### config.mk
export PLATFORM = sky130hd
export DESIGN_NAME = tsb_axis
export DESIGN_NICKNAME = d
export VERILOG_FILES = /design/src/hw/rtl/tsb_pkg.sv /design/src/hw/rtl/tsb_axis.sv
export SDC_FILE = /design/constraint.sdc
export NUM_CORES = 1
export LEC_CHECK = 0
export BUFFER_PORTS_ARGS = -buffer_cell sky130_fd_sc_hd__buf_2
export CAP_MARGIN = 20
export CORE_ASPECT_RATIO = 0.6
export CORE_MARGIN = 3
export CORE_UTILIZATION = 27
export DETAILED_ROUTE_END_ITERATION = 7
export PLACE_DENSITY = 0.54
export SLEW_MARGIN = 25
export SYNTH_ARGS = -nofsm -noshare
export SYNTH_HDL_FRONTEND = slang
export SYNTH_SLANG_ARGS = --single-unit
export TNS_END_PERCENT = 50
### constraint.sdc
create_clock -name clk -period 8.9 [get_ports clk]
set_clock_uncertainty 0.15 [all_clocks]
set_input_delay 1.78 -clock clk [delete_from_list [all_inputs] [get_ports clk]]
set_output_delay 1.78 -clock clk [all_outputs]
set_load 0.01 [all_outputs]
### src/hw/rtl/tsb_pkg.sv
// Shared types, constants and helpers for the bilinear texture sampler.
package tsb_pkg;

  localparam int unsigned TexelDepth = 65536;
  localparam int unsigned AddrW      = $clog2(TexelDepth);

  localparam logic [1:0] OP_WRITE    = 2'd0;
  localparam logic [1:0] OP_NEAREST  = 2'd1;
  localparam logic [1:0] OP_BILINEAR = 2'd2;

  localparam logic REG_WIDTH  = 1'b0;
  localparam logic REG_HEIGHT = 1'b1;

  // One axis after coordinate processing.
  typedef struct packed {
    logic [10:0] base;
    logic [10:0] nb;
    logic [16:0] w_base;
    logic [16:0] w_nb;
  } axis_t;

  // Control that travels beside an item through the pipeline.
  typedef struct packed {
    logic       valid;
  } ctl_t;

endpackage

### src/hw/rtl/tsb_axis.sv
// One coordinate axis: clamp, scale by the texture size and pick the neighbours.
module tsb_axis (
  input  logic                clk,
  input  logic                en,
  input  logic signed [17:0]  coord,
  input  logic [10:0]         size,
  input  logic [15:0]         half_off,
  input  logic                bilinear,
  output tsb_pkg::axis_t      axis
);
  import tsb_pkg::*;

  // Stage A: clamp and register; stage B: multiply and register; then decode.
  logic signed [18:0] sum;
  logic [16:0]        clamped;
  logic [16:0]        clamped_q;
  logic [10:0]        size_q;
  logic [10:0]        mult_size;
  logic [27:0]        prod;
  logic [27:0]        prod_q;
  logic [10:0]        size_q2;
  logic               bil_q, bil_q2;
  logic [10:0]        idx;
  logic [15:0]        fr;

  always_comb begin
    if (bilinear) sum = 19'(coord) + $signed({3'b000, half_off});
    else sum = 19'(coord);
    if (sum[18]) clamped = '0;
    else if (bilinear && sum > 19'sd65536) clamped = 17'd65536;
    else clamped = sum[16:0];
  end

  // Nearest values reach 2^17-1; scaling by size fits in 28 bits.
  always_ff @(posedge clk) begin
    if (en) begin
      clamped_q <= clamped;
      size_q    <= size;
      bil_q     <= bilinear;
      prod_q    <= prod;
      size_q2   <= size_q;
      bil_q2    <= bil_q;
    end
  end

  assign mult_size = bil_q ? size_q - 11'd1 : size_q;
  assign prod      = 28'(clamped_q) * 28'(mult_size);

  always_comb begin
    fr  = prod_q[15:0];
    idx = (prod_q[27:16] >= 12'(size_q2)) ? size_q2 - 11'd1 : prod_q[26:16];
    axis.base = bil_q2 ? prod_q[26:16] : idx;
    if (!bil_q2) begin
      axis.nb   = idx;
      axis.w_nb = '0;
    end else if (fr > 16'd32768) begin
      axis.nb   = prod_q[26:16] + 11'd1;
      axis.w_nb = 17'(fr - 16'd32768);
    end else begin
      axis.nb   = (prod_q[26:16] != 11'd0) ? prod_q[26:16] - 11'd1 : prod_q[26:16];
      axis.w_nb = 17'(16'd32768 - fr);
    end
    axis.w_base = 17'd65536 - axis.w_nb;
  end

endmodule

## Word-level counts from Yosys, hierarchy flattened

Index checks and enable logic that the tools add are counted.

| storage, ports and cells | value |
|---|---|
| flip-flop bits (word level) | 69 |
| input bits | 48 |
| logic and storage cells | 32 |

| operators by class | value |
|---|---|
| add/subtract/negate cells | 8 |
| $mul | 1 |
| $lt $le $gt $ge | 3 |
| multiplexer cells | 10 |
| reduce and logical (&&, ||, !) cells | 3 |

Operators by type and width:

| kind | number |
|---|---|
| 11-bit two-way mux | 6 |
| 17-bit two-way mux | 3 |
| 11-bit by 1-bit subtractor with 11-bit output, second input constant | 3 |
| 17-bit by 11-bit multiplier with 28-bit output | 1 |
| 18-bit by 17-bit adder with 19-bit output | 1 |
| 19-bit by 18-bit greater-than comparator with 1-bit output, second input constant | 1 |
| 19-bit two-way mux | 1 |
| 16-bit by 16-bit subtractor with 17-bit output, first input constant | 1 |
| 16-bit by 16-bit subtractor with 17-bit output, second input constant | 1 |
| 17-bit subtractor, first input constant | 1 |
| 16-bit greater-than comparator, second input constant | 1 |
| 12-bit by 11-bit >= comparator with 1-bit output | 1 |
| 11-bit by 1-bit adder with 11-bit output, second input constant | 1 |
| 11-bit nonzero test | 1 |
| 2-bit OR reduction | 1 |
| 1-bit logical AND | 1 |

## Longest topological paths before layout

Gate-level depths: netlist of the first run.

| depth | value |
|---|---|
| word-level depth | 5 |
| depth in mapped cells | 27 |
| gate-level depth less buffers | 26 |

## Worst setup path after synthesis of the first run

OpenSTA, ideal clock, no wires.

| timing | value |
|---|---|
| path type | flip-flop to flip-flop |
| start | reg size_q[2] |
| end | reg prod_q[27] (data pin) |
| library setup time | 0.265 ns |
| data arrival time | 6.798 ns |
| data required time | 8.485 ns |
| slack | 1.687 ns |
| cell stages (with the launch flop) | 25 |
| clock period less this slack | 7.213 ns |
| cell sequence | edfxtp_1 -> or3b_2 -> nor3_1 -> nand2_1 -> or3_1 -> xnor2_1 -> clkbuf_1 -> nand2_1 -> fa_1 -> inv_1 -> fa_1 -> inv_1 -> fa_1 -> inv_1 -> fa_1 -> ha_1 -> ha_1 -> a21o_1 -> a211o_1 -> or3_1 -> or2_2 -> o21bai_1 -> o22ai_1 -> o21ai_0 -> a31oi_1 |

| on the way | value |
|---|---|
| word-level cells in the longest chain between the ends | 3 |

Ends and longest elaborated chain:

| item | RTL line | text |
|---|---|---|
| start, declared | tsb_axis.sv:17 | `logic [10:0] size_q;` |
| start signal, assigned | tsb_axis.sv:38 | `size_q <= size;` |
| 11-bit by 1-bit subtractor with 11-bit output | tsb_axis.sv:46 | `assign mult_size = bil_q ? size_q - 11'd1 : size_q;` |
| 11-bit two-way mux * | tsb_axis.sv:46 |  |
| 17-bit by 11-bit multiplier with 28-bit output * | tsb_axis.sv:47 | `assign prod = 28'(clamped_q) * 28'(mult_size);` |
| net prod[27] | tsb_axis.sv:19 | `logic [27:0] prod;` |
| end signal, assigned | tsb_axis.sv:40 | `prod_q <= prod;` |
| end, declared | tsb_axis.sv:20 | `logic [27:0] prod_q;` |

Mark *: on every way through the listed nets, which the timed path passes. The rest lies on a longest branch.
A chain may end at the register's enable or synchronous reset.

## Worst setup path in the final report of the first run

| timing | value |
|---|---|
| start | reg bil_q |
| end | reg prod_q[27] (data pin) |

| on the way | value |
|---|---|
| word-level cells in the longest chain between the ends | 2 |

Ends and longest elaborated chain:

| item | RTL line | text |
|---|---|---|
| start, declared | tsb_axis.sv:22 | `logic bil_q, bil_q2;` |
| start signal, assigned | tsb_axis.sv:39 | `bil_q <= bilinear;` |
| 11-bit two-way mux | tsb_axis.sv:46 |  |
| 17-bit by 11-bit multiplier with 28-bit output | tsb_axis.sv:47 |  |
| net prod[27] | tsb_axis.sv:19 |  |

The timed path passes the listed nets, and every way through them passes these cells.

==> flow_summary.toml, run 1 <==
[placement]
portBuffers = 102
gp_congestion = 0.836
hpwlAfterDp_um = 23900
post-place-cells = 1892

[clock_network]
htree_num_levels = 3
clockRootBuffer = "clkbuf_16"
cts_buffer_depth = 2
ctsResizeCount = 0
cts_buffers = 9
clk_latency_ps = 360
post_cts_buffers = 0
clk_pin_slew_ps = 60
cts.sinks = 69
cts_tree = "built"
postCtsHoldBufs = 0

[sta]
setup_tns_ps = 0
setup_viol = 0
slew_viol_final = 0
worstMarginPinSlew_ps = 1030
fin_crit_ps = 7660
clock.fmax_mhz = 131
grt_setup_unrepaired = "no"
hold_viol_final = 0
fin_crit_sh_pct = 86.1
relSlewSlack_pct = 31.4

[worst_setup_path]
cp-start-kind = "flop"
worstSetupPathType = "flop to flop"
required_ps = 8950
crit_family = "adder cells"
crit_top_cell = "fa_1"
crit_slowest_cell = "fa_1"
cp-end-kind = "flop"
arrival_ps = 7710
r2r_slack_ps = 1240
r2r_cells = 24
timing.rr.end = "prod_q[27]"
worstReg2RegStart = "bil_q"
critPathBufInv = 3
critPathMaxStageDelay_ps = 560
path_max_fanout = 17
cp_cell_sequence = "or3b_2 -> nor3_1 -> nand2_1 -> or3_1 -> xnor2_1 -> buf_4 -> and2_1 -> fa_1 -> fa_1 -> fa_1 -> fa_1 -> inv_1 -> fa_1 -> inv_1 -> ha_1 -> a21o_1 -> a21o_1 -> or3_1 -> or2_2 -> o21bai_1 -> o22ai_1 -> o21ai_0 -> a21oi_1 -> a31oi_1"

[grt]
grt-busiest-layer = "met1"
grtUsageMet1_pct = 21.2
grtUsageMet3_pct = 2.90
grt_util_all_layers_pct = 13.8
grt-ovfl-total = 0
grt_pass1_vias = 8979
grt_max_degree = 70
grt_pass1_wl_um = 49100
antenna_found_initial = 1
grtUsageMet2_pct = 20.2

[drt]
drt_pass1_iterations = 5
vias_per_cell = 4.73
wl_um = 30300
post_drt_wl_per_cell_um = 15.8
drtIter0Drc = 556
drc_errors = 0
vias = 9022
postRouteAntennaNets = 0

[finish]
final_common_cell = "inv_1"
seq_area_sq_um = 2070
multiInputGateArea_sq_um = 8320
fillerInstances = 4327
area_growth_pct = 12.5
layout.nets = 1625
drive_above_1_share_pct = 12.5
fin_cells = 1909
final_cell_mix = "inv_1, nand2_1, fa_1"

[worst_hold_path]
holdPathStages = 0
hold_path.class = "flop to flop"
whs_endpoint = "size_q2[10]"
min-delay-start = "size_q[10]"

[yosys]
yosys.area_share.xor_xnor_pct = 6.03
postSynthCellCount = 1276
synthMuxAreaShare_pct = 2.03
synthAdderAreaFrac_pct = 34.8
yosysWarnings = 0
synth_top_area_cell = "fa_1"
yosys.area_share.simple_pct = 19.5
synth_compound_area_share_pct = 10.7
synth_nets = 1558
synthArstFlopShare_pct = 0
synth_top_family_by_area = "adder cells"
synth_edf_count = 69
ys_seq_area_share_pct = 18.3
syn_area_per_cell_sq_um = 8.87
yosysTopAreaCellShare_pct = 23.9
ys_ff_latch = 69
synth.area.top_cells = "fa_1, edfxtp_1, ha_1, inv_1, nand2_1"
ys.flop_type = "edfxtp_1"
synth_cell_types = 77
synth_area_sq_um = 11300

[floorplan]
dieArea_sq_um = 44500
io-pin-count = 104
fp.dieH_um = 165
die_x_um = 270
coreArea_sq_um = 40900
core.rowCount = 57
start_util_pct = 27.7

[flow_run]
cap_violations = 0

[status]
outcome = "finished clean"
[worst reg2reg max path, cell delays in order (launching register included)]
cell and delay, ps:
edfxtp_1 520, or3b_2 530, nor3_1 200, nand2_1 160
or3_1 390, xnor2_1 140, buf_4 190, and2_1 190
fa_1 510, fa_1 540, fa_1 540, fa_1 560
inv_1 60, fa_1 520, inv_1 40, ha_1 340
a21o_1 190, a21o_1 200, or3_1 370, or2_2 300
o21bai_1 260, o22ai_1 160, o21ai_0 210, a21oi_1 100
a31oi_1 150
[flip-flops by register name (all words and copies together) (netlist names)]
register / count
clamped_q: 17
size_q2: 11
size_q: 11
bil_q: 1
prod_q: 28
bil_q2: 1
[routing by layer]
metal	up-vias	wire length [um]	share of wire (%)
met1	4457	15900	53
met5	-	0	0
met4	0	196	0.65
met2	234	12300	41
met3	14	1830	6.1
li1	4317	-	-
[area by class of cell]
| class | instances | area share [%] |
|---|---|---|
| Antenna cell | 1 | 0.0196 |
| Sequential cell | 69 | 16.3 |
| Tap cell | 560 | 5.50 |
| Clock inverter | 6 | 0.746 |
| Timing Repair Buffer | 112 | 4.62 |
| Clock buffer | 10 | 1.80 |
| Inverter | 194 | 5.72 |
| Multi-Input combinational cell | 957 | 65.3 |
[how the worst max path moves through the flow]
stage	from	to	slack, ps	cells past startpoint
2_1_floorplan	size_q[2]	prod_q[27]	1690	24
3_3_place_gp	bil_q	prod_q[27]	1260	21
3_5_place_dp	bil_q	prod_q[27]	1100	21
4_1_cts	bil_q	prod_q[27]	1080	21
5_1_grt	bil_q	prod_q[27]	770	24
6_report	bil_q	prod_q[27]	1240	24
[cell families (layout without fill, tap and decap cells)]
logic type | Yosys count | count (layout)
DFF | 69 | 69
other | 1 | 2
adders and majority gates | 234 | 234
and+or+nand+nor | 437 | 437
muxes | 22 | 22
xor gates and xnor gates | 78 | 78
AOI/OAI and AO/OA | 185 | 185
buffers and inverters | 250 | 322
[metrics by stage]
step | worst slack, ps | hold WS [ps] | cell area (sq um) | util (%)
after floorplan | 1690 | 299 | 11300 | -
after global placement | 1260 | 339 | 12400 | 30.3
after detailed placement | 1100 | 350 | 12400 | 30.3
after CTS | 1080 | 365 | 12700 | 31.1
after global routing | 765 | 362 | 12700 | 31.1
final | 1240 | 361 | 12700 | 31.1
[Yosys cell counts (5+ instances only)]
master,number
a21oi_1,46
o21ai_0,38
nor4_1,9
a211oi_1,7
fa_1,135
or3_1,9
nand3_1,19
edfxtp_1,69
nor2b_1,10
o22ai_1,6
nand2_1,163
xnor2_1,43
mux2i_1,14
xor2_1,35
ha_1,99
inv_1,193
or3_2,6
and2_1,85
clkbuf_1,47
nor3_1,19
o21a_1,11
a31oi_1,8
nor2_1,63
nand2b_1,12
o31ai_1,5
nand4_1,8
a21o_1,14
or2_2,5
mux2_2,8
Power of run 1 is left out: the tool's default activity adds up to more than one toggle a clock period on the data nets, which glitch-free logic cannot reach.
==> inputs of run 2 (changes only) <==
--- a/config.mk
+++ b/config.mk
@@ -11,7 +11,7 @@
 export CORE_MARGIN = 3
 export CORE_UTILIZATION = 27
 export DETAILED_ROUTE_END_ITERATION = 7
-export PLACE_DENSITY = 0.54
+export PLACE_DENSITY_LB_ADDON = 0.2
 export SLEW_MARGIN = 25
 export SYNTH_ARGS = -nofsm -noshare
 export SYNTH_HDL_FRONTEND = slang
==> run 2 against run 1 <==
Utilization is essentially flat; clock-buffer cell count shrank 1; hold slack gained 26 ps; non-clock buffer count grew 1; setup slack lost 260 ps; first-iteration DRC count shrank 11%; design area is essentially flat; largest cell class unchanged; die area is the same; routed wire length shrank 1.8%; sequential share of layout area is essentially flat; highest routed layer is now met5.
==> flow_summary.toml, run 2 (synthesis results as in run 1) <==
[status]
outcome = "finished clean"

[placement]
gp_congestion = 0.813
portBuffers = 102
dp_slack_ps = 1120
hpwlAfterDp_um = 24400

[sta]
fin_crit_sh_pct = 89.0
setup_tns_ps = 0
worstMarginPinSlew_ps = 945
grt_setup_unrepaired = "no"
hold_viol_final = 0
setup_viol = 0
relSlewSlack_pct = 35.4
fin_crit_ps = 7920
setup_ws_ps = 983
worst_hold_slack_ps = 387
clock.fmax_mhz = 126
slew_viol_final = 0

[finish]
largest_register_ffs = 28
final_common_cell = "inv_1"
area_growth_pct = 12.5
fillerInstances = 4363
top_register = "prod_q"
drive_above_1_share_pct = 12.6
largestRegisters = "prod_q: 28 flops, clamped_q: 17 flops"
layout.nets = 1626
final_util_pct = 31.1
final_cell_mix = "inv_1, nand2_1, fa_1"

[worst_setup_path]
crit_top_cell = "fa_1"
cp_cell_sequence = "or3b_2 -> nor3_1 -> nand2_1 -> or3_1 -> xnor2_1 -> buf_4 -> nand2_1 -> fa_1 -> fa_1 -> inv_1 -> fa_1 -> fa_1 -> inv_1 -> fa_1 -> inv_1 -> ha_1 -> a2111oi_0 -> a211oi_1 -> or3_1 -> a21oi_1 -> o21bai_1 -> xor2_1"
cp-end-kind = "flop"
cp-start-kind = "flop"
critPathMaxStageDelay_ps = 880
r2r_cells = 22
required_ps = 8850
arrival_ps = 7860
r2r_slack_ps = 980
crit_slowest_cell = "a2111oi_0"
worstSetupPathType = "flop to flop"
path_max_fanout = 17
worstReg2RegStart = "bil_q"
timing.rr.end = "prod_q[21]"

[clock_network]
cts_buffers = 9
cts_buffer_depth = 2
clk_latency_ps = 350
clockRootBuffer = "clkbuf_16"
ctsResizeCount = 0
clk_pin_slew_ps = 60
cts_tree = "built"
post_cts_buffers = 0
cts.sinks = 69
postCtsHoldBufs = 0
htree_num_levels = 3

[floorplan]
coreArea_sq_um = 40900
start_util_pct = 27.7
dieArea_sq_um = 44500
io-pin-count = 104
fp.dieH_um = 165
core.rowCount = 57
die_x_um = 270

[grt]
grt_max_degree = 70
grt-ovfl-total = 0
grt_pass1_wl_um = 49300
antenna_found_initial = 1
grt_pass1_vias = 8950
grt_util_all_layers_pct = 13.8

[drt]
drc_errors = 0
drt_pass1_iterations = 5
postRouteAntennaNets = 0
post_drt_wl_per_cell_um = 15.6
drtIter0Drc = 495
wl_um = 29700
vias = 8901
vias_per_cell = 4.66

[worst_hold_path]
whs_endpoint = "size_q2[2]"
hold_path.class = "flop to flop"
min-delay-start = "size_q[2]"
holdPathStages = 0

[flow_run]
cap_violations = 0
[run 2: final cells by class]
class / instances / area (sq um) / area share [%]
multi-input combinational: 957 / 8320 / 65.3
tap: 560 / 701 / 5.50
inverter: 194 / 728 / 5.71
sequential: 69 / 2070 / 16.3
timing repair buffer: 113 / 593 / 4.65
clock inverter: 7 / 105 / 0.825
clock buffer: 9 / 225 / 1.77
antenna: 1 / 2.50 / 0.0196
[run 2: critical path: cells and delay by family (launching register included)]
kind / cells / cell delay (ps)
AO/OA/AOI/OAI: 4 / 1530
XOR/XNOR: 2 / 300
adder cells (fa/ha/maj): 6 / 2990
buffers and inverters: 4 / 410
flip-flops: 1 / 510
AND/OR/NAND/NOR: 6 / 1780
[run 2: worst max-delay path by stage]
stage	start	endpoint	slack [ps]	cells after the start
3_3_place_gp	bil_q	prod_q[21]	1190	22
2_1_floorplan	size_q[2]	prod_q[27]	1690	24
4_1_cts	bil_q	prod_q[21]	1070	22
5_1_grt	bil_q	prod_q[27]	570	23
3_5_place_dp	bil_q	prod_q[21]	1120	22
6_report	bil_q	prod_q[21]	980	22
[run 2: metal layers]
layer,vias to the layer above,global-route usage (%),wire (um)
met3,12,1.95,1110
met1,4402,21.3,16200
met2,159,20.7,12200
met4,2,1.89,206
met5,-,0,13
li1,4326,-,-
[run 2: per-stage QoR]
step	std cells	area, sq um
5_1_grt	1909	12700
2_1_floorplan	1276	11300
6_report	1910	12700
3_3_place_gp	1893	12400
4_1_cts	1909	12700
3_5_place_dp	1893	12400
Power of run 2 is left out for the same reason.
